## config.mk

```make
export PLATFORM = sky130hd
export DESIGN_NAME = iqfir_lane
export DESIGN_NICKNAME = d
export VERILOG_FILES = /design/src/rtl/iqfir_pkg.sv /design/src/rtl/iqfir_lane.sv
export SDC_FILE = /design/constraint.sdc
export NUM_CORES = 2
export LEC_CHECK = 0
export ABC_AREA = 1
export BUFFER_PORTS_ARGS = -buffer_cell sky130_fd_sc_hd__buf_2
export CORE_UTILIZATION = 43
export DETAILED_ROUTE_END_ITERATION = 6
export SLEW_MARGIN = 10
export SYNTH_ARGS = -nofsm -noshare
export SYNTH_HDL_FRONTEND = slang
export SYNTH_SLANG_ARGS = --single-unit
```

## constraint.sdc

```tcl
create_clock -name clk -period 5.75 [get_ports clk]
set_clock_uncertainty 0.1 [all_clocks]
set_input_delay 0.2875 -clock clk [delete_from_list [all_inputs] [get_ports clk]]
set_output_delay 0.2875 -clock clk [all_outputs]
set_load 0.01 [all_outputs]
```

## src/rtl/iqfir_pkg.sv

```systemverilog
// Shared types and constants of the I/Q FIR filter with QPSK slicer.
package iqfir_pkg;

  localparam int TAP_COUNT  = 5;
  localparam int HELD_COUNT = TAP_COUNT - 1;
  localparam int TAG_W      = 31;
  localparam int SAMPLE_W   = 16;
  localparam int WEIGHT_W   = 8;
  localparam int PROD_W     = SAMPLE_W + WEIGHT_W;
  localparam int SUM_W      = 26;
  localparam int QUOT_W     = 16;
  localparam int CFG_IDX_W  = 3;

  // Divide by 9 as multiply by ceil(2^29 / 9); exact for magnitudes below 2^27
  localparam int RECIP_SHIFT = 29;
  localparam int RECIP_W     = 26;
  localparam logic [RECIP_W-1:0] RECIP_MULT = 26'd59652324;
  localparam int MULT_W      = SUM_W + RECIP_W;

  localparam int IN_TDATA_W  = 64;
  localparam int OUT_TDATA_W = 152;

  typedef logic signed [WEIGHT_W-1:0] weight_t;
  typedef weight_t [TAP_COUNT-1:0]    taps_t;
  typedef logic signed [SAMPLE_W-1:0] sample_t;

  // Power-on tap weights, newest tap in entry 0
  localparam taps_t TAP_RESET = {8'sd1, 8'sd2, 8'sd3, 8'sd2, 8'sd1};

  // Filter result of one rail
  typedef struct packed {
    logic signed [SUM_W-1:0]  sum;
    logic signed [QUOT_W-1:0] quot;
  } lane_res_t;

  // Fields that ride beside the filter pipeline
  typedef struct packed {
    logic [TAG_W-1:0] tag;
    sample_t          raw_i;
    sample_t          raw_q;
    logic             fvalid;
  } side_t;

endpackage

```

## src/rtl/iqfir_lane.sv

```systemverilog
// One rail of the filter: delay line, tap products, sum and divide by 9.
module iqfir_lane (
  input  logic                clk,
  input  logic                rst,
  input  logic                en,
  input  logic                shift,
  input  iqfir_pkg::sample_t  sample,
  input  iqfir_pkg::taps_t    taps,
  output iqfir_pkg::lane_res_t res
);

  iqfir_pkg::sample_t hist [iqfir_pkg::HELD_COUNT];
  logic signed [iqfir_pkg::PROD_W-1:0] prod [iqfir_pkg::TAP_COUNT];
  logic signed [iqfir_pkg::SUM_W-1:0]  sum_s;
  logic signed [iqfir_pkg::SUM_W-1:0]  sum_next;
  logic signed [iqfir_pkg::SUM_W-1:0]  sum_a;
  logic        [iqfir_pkg::SUM_W-1:0]  mag_a;
  logic                                neg_a;
  logic signed [iqfir_pkg::SUM_W-1:0]  sum_m;
  logic        [iqfir_pkg::MULT_W-1:0] mult_m;
  logic                                neg_m;
  logic        [iqfir_pkg::QUOT_W-1:0] quot_mag;

  // Delay line, shifted on each accepted request
  always_ff @(posedge clk) begin
    if (rst) begin
      for (int k = 0; k < iqfir_pkg::HELD_COUNT; k++) hist[k] <= '0;
    end else if (shift) begin
      hist[0] <= sample;
      for (int k = 1; k < iqfir_pkg::HELD_COUNT; k++) hist[k] <= hist[k-1];
    end
  end

  // Tap products
  always_ff @(posedge clk) begin
    if (en) begin
      prod[0] <= iqfir_pkg::PROD_W'(sample * taps[0]);
      for (int k = 1; k < iqfir_pkg::TAP_COUNT; k++)
        prod[k] <= iqfir_pkg::PROD_W'(hist[k-1] * taps[k]);
    end
  end

  // Sum of products
  always_comb begin
    sum_next = '0;
    for (int k = 0; k < iqfir_pkg::TAP_COUNT; k++)
      sum_next = sum_next + iqfir_pkg::SUM_W'(prod[k]);
  end

  // Sum, magnitude, reciprocal multiply
  always_ff @(posedge clk) begin
    if (en) begin
      sum_s  <= sum_next;
      sum_a  <= sum_s;
      neg_a  <= sum_s[iqfir_pkg::SUM_W-1];
      mag_a  <= sum_s[iqfir_pkg::SUM_W-1] ? iqfir_pkg::SUM_W'(-sum_s)
                                          : iqfir_pkg::SUM_W'(sum_s);
      sum_m  <= sum_a;
      neg_m  <= neg_a;
      mult_m <= iqfir_pkg::MULT_W'(mag_a) * iqfir_pkg::MULT_W'(iqfir_pkg::RECIP_MULT);
    end
  end

  // Quotient toward zero, low 16 bits kept
  assign quot_mag = mult_m[iqfir_pkg::RECIP_SHIFT +: iqfir_pkg::QUOT_W];
  assign res.sum  = sum_m;
  assign res.quot = neg_m ? iqfir_pkg::QUOT_W'(-quot_mag) : quot_mag;

endmodule

```

Word level (Yosys, flattened, before mapping)
Memories as Yosys holds them, arrays and structs flattened. Index checks and enable logic that the tools add are counted.

Bits in registers: 149. Latch bits: 0. Bits in writable memories: 184. Memory bits (read-only): 0. Memories: 2.

Memory list: prod (words 5, width 24, read ports 5, clocked after Yosys merged registers in 0, write ports 5, RTL line iqfir_lane.sv:13) `logic signed [iqfir_pkg::PROD_W-1:0] prod [iqfir_pkg::TAP_COUNT];`; hist (words 4, width 16, read ports 4, clocked after Yosys merged registers in 0, write ports 4, RTL line iqfir_lane.sv:12) `iqfir_pkg::sample_t hist [iqfir_pkg::HELD_COUNT];`.

Add/subtract/negate cells: 6. $mul: 6. Div/mod/pow operators: 0. Magnitude comparators: 0. Equal/unequal tests: 0. Shifts and indexed selects: 0. Muxes and demuxes: 13. Bitwise operators: 4. Reductions and logical operators: 0.

Operators with widths (count): multiplier 16 x 8 -> 24 bit (5); two-way mux 16 bit (5); adder 26 x 24 -> 26 bit (2); multiplier 26 x 24 -> 43 bit (second input constant) (1); adder 25 x 24 -> 26 bit (1); negator 26 bit (1); adder 24 x 24 -> 25 bit (1); two-way mux 25 bit (1); negator 16 bit (1); two-way mux 1 bit (7); OR 1 bit (4).

Logic depth before layout (Yosys ltp)
An unclocked memory read counts as a cell.

Depth in word-level cells: 5. Depth in mapped cells: 26. Depth with buffers taken out: 26.

Worst setup path before layout
No wires, ideal clock.

Path kind: register to register. From: reg mag_a[9] (netlist name). To: reg mult_m[43] (netlist name), data pin. Setup time: 253 ps. Arrival: 5072 ps. Required time: 5397 ps. Slack: 325 ps. Cell stages (with the launch flop): 20. Path buffers: 0. Period minus slack after synthesis: 5425 ps. Cell sequence: edfxtp_1 -> fa_1 -> ha_1 -> fa_1 -> inv_1 -> fa_1 -> fa_1 -> inv_1 -> fa_1 -> inv_1 -> fa_1 -> inv_1 -> ha_1 -> a21oi_1 -> a21boi_0 -> nand2_1 -> a21oi_1 -> nand3_1 -> nand2_1 -> nand2_1.

Longest elaborated chain between the ends: 1.

Ends and longest elaborated chain: from (decl) (RTL line iqfir_lane.sv:17) `logic [iqfir_pkg::SUM_W-1:0] mag_a;`; from (signal assigned) (RTL line iqfir_lane.sv:56) `mag_a <= sum_s[iqfir_pkg::SUM_W-1] ? iqfir_pkg::SUM_W'(-sum_s)`; multiplier 26 x 24 -> 43 bit (RTL line iqfir_lane.sv:60) `mult_m <= iqfir_pkg::MULT_W'(mag_a) * iqfir_pkg::MULT_W'(iqfir_pkg::RECIP_MULT);`; to (signal assigned) (RTL line iqfir_lane.sv:60); to (decl) (RTL line iqfir_lane.sv:20) `logic [iqfir_pkg::MULT_W-1:0] mult_m;`.

No other way between the ends. A chain may end at the register's enable or synchronous reset.

Worst setup path after layout
From: reg mag_a[19] (netlist name). To: reg mult_m[40] (netlist name), data pin.

The elaborated chain is that of the path after synthesis.

==> run metrics <==
Vias 33.0k; Period minus WS final 5.66 ns; Worst-path clk slew 0.06 ns; largest net degree at the start of global routing 144; ys flop type edfxtp_1; initial antenna violation count 7; layout cell share with drive strength beyond 1 0.0880; Area after DPL 48,500 µm²; Gate Count Post-Synth 5,378; setup TNS 0 ns; Tightest Pin Transition 1.03 ns; Unique masters post-synth 46; Arrival @ worst endpoint 5.92 ns; GR Overflow Total 0; # rows 120; Max-cap violations 0; Die W 330 µm; cell area after layout 50,700 µm²; RD Place Congestion 0.925; final WL 116,000 µm; I/O pin count 102; vias per cell 4.81; clock latency at the later pin of the worst-skew pair 0.60 ns; Critical Path Fanout Max 3; slowest stage delay, CP 0.52 ns; TritonCTS clock tree yes; Worst path most repeated cell fa_1; Post-synth EDFFs 303; startpoint types flip-flop; Async S/R FF share, synth 0; post-synthesis sequential area ratio 0.196; Syn Area/Cell 8.62 µm²; Sink Count 303; RSZ-0062 raised after global routing true; Area Overhead vs Synth 9.33%; DR WL/cell 16.9 µm; cts hold-fix bufs 0; core area 107,000 µm²; number of DRC markers in iteration 0 1,782; Root Buffer clkbuf_16; Residual DRC 0; fin nets 6,678; Fill cells 10.4k; Mapped Area 46,400 µm²; Crit. End Element flip-flop; PortBufs 101; fin crit share 0.985; Mapped Nets 6,627; relative slew slack 0.316; CP max-delay cell fa_1; H-Tree Depth 2; CP Buf/Inv Count 9; GRT Overall Usage 0.221; CP Class flip-flop to flip-flop; final hold violation count 0; vias in the first global route 35.0k; status finished, final reports clean; CP delay by family, top adder cells; initial core utilization 0.433; die span in y 330 µm; Fmax 177 MHz; Slew Limit Fails 0; Synth Register Bits 303; die area 109,000 µm²; Syn. warnings 0; drt first pass iters 5; worst hold path type input port to flip-flop; required time of the critical path 6.00 ns; setup violators final 0; Clock Path Buffers 3; final antenna-violating net count 0; CTS buffer count 39; first-pass GRT wire length 188,000 µm; DP Wirelength 99,400 µm
registers in the layout (all words and copies together) (netlist names):
| register | flops |
|---|---|
| hist | 64 |
| mag_a | 25 |
| mult_m | 16 |
| neg_m | 1 |
| prod | 120 |
| sum_a | 26 |
| sum_m | 25 |
| sum_s | 26 |
final timing paths:
kind | startpoint | end | slack (ns) | cells after the start
setup / recovery | mag_a[19] | mult_m[40] | 0.09 | 26
hold reg to reg | sum_a[3] | sum_m[3] | 0.31 | 0
hold / removal | sample[0] | prod[0][0] | 0.04 | 3
setup reg to reg | mag_a[19] | mult_m[40] | 0.09 | 26
per-layer routing:
layer  up-vias  part of all wire  track usage
li1      15975                 -            -
met1     16298              0.45        0.299
met2       627              0.48        0.379
met3       118             0.039       0.0217
met4         6             0.025       0.0571
met5         -           0.00036            0
worst register-to-register path: stages, from the launching register on:
cell,delay (ns)
edfxtp_1,0.36
inv_2,0.07
buf_12,0.12
fa_1,0.52
fa_1,0.51
inv_1,0.06
ha_1,0.28
inv_1,0.05
fa_1,0.51
inv_2,0.05
fa_1,0.47
fa_1,0.49
inv_1,0.05
fa_1,0.49
inv_2,0.05
ha_4,0.31
nand2_4,0.06
buf_6,0.12
nor2_4,0.11
inv_2,0.06
nor2_4,0.12
and3_4,0.19
nand2_4,0.05
nand2_4,0.07
nand2_2,0.07
nand3_2,0.07
nand2_2,0.04
Yosys cell counts (20+ instances only):
library cell  number  share of area
inv_1           1557           0.13
nand2_1         1134          0.092
fa_1             750           0.32
ha_1             439           0.12
edfxtp_1         303           0.20
nor2_1           241          0.020
clkbuf_1         149          0.012
a21oi_1          147          0.016
nand3_1          119          0.013
xor2_1           110          0.021
o21ai_0           95          0.010
xnor2_1           69          0.013
nand4_1           39         0.0053
nor3_1            22         0.0024
a31oi_1           20         0.0027
area by class of cell:
class / instances / area, µm² / share of cell area
flip-flops and latches: 303 / 9100 / 0.179
well taps: 1403 / 1760 / 0.0346
clock buffers: 43 / 1010 / 0.0200
repair buffers: 183 / 1180 / 0.0233
inverters: 1564 / 5870 / 0.116
multi-input cells: 3338 / 31500 / 0.621
clock inverters: 25 / 282 / 0.00555
diodes: 1 / 2.50 / 0.0000494
kinds of logic after synthesis:
logic type,after synthesis,share of synthesized area
buffers and inverters,1737,0.141
AND/OR/NAND/NOR,1625,0.143
adder cells (fa/ha/maj),1189,0.442
AO/OA/AOI/OAI,345,0.0429
flip-flops,303,0.196
XOR/XNOR,179,0.0338
cell usage in the layout (no fill, tap or decap), types with 5 or more instances in the layout:
master	n
o21bai_1	14
inv_2	33
nor2_4	15
edfxtp_1	303
nand4_1	39
clkbuf_16	40
a21o_1	16
nand3b_1	6
buf_2	100
nor4_1	6
ha_1	410
a21boi_2	10
nor3_1	21
nand2_4	11
o21ai_1	13
fa_1	737
ha_4	25
nand2_1	1111
fa_2	13
nand3_2	6
buf_4	76
nor2_1	217
nor3_2	9
o21ai_2	16
nor2_2	16
xor2_1	107
o21a_1	5
a21oi_1	125
a31oi_1	20
bufinv_16	5
inv_1	1528
clkinv_1	9
o21ai_0	86
nand3_1	115
xnor2_1	69
a21oi_2	21
nand2_2	25
or2_2	18
metrics by stage:
stage	utilization	hold slack [ns]	cells	worst slack, ns
detailed placement	0.453	0.306	6779	-0.0534
finish	0.474	0.0355	6860	0.0864
floorplan	-	0.300	5378	0.325
global route	0.474	0.0426	6860	-0.125
global placement	0.453	0.305	6779	0.0218
CTS	0.465	0.00234	6847	-0.0299
what timing repair did:
| item | in CTS | in global routing |
|---|---|---|
| endpoints found under the hold margin | 0 | 0 |
| buffers inserted | 0 | 12 |
| endpoints found under the setup margin | 9 | 16 |
| resized for setup | 7 | 198 |
| pin swaps | 0 | 58 |
Power is left out: the tool's default activity adds up to more than one toggle a clock period on the data nets, which glitch-free logic cannot reach.
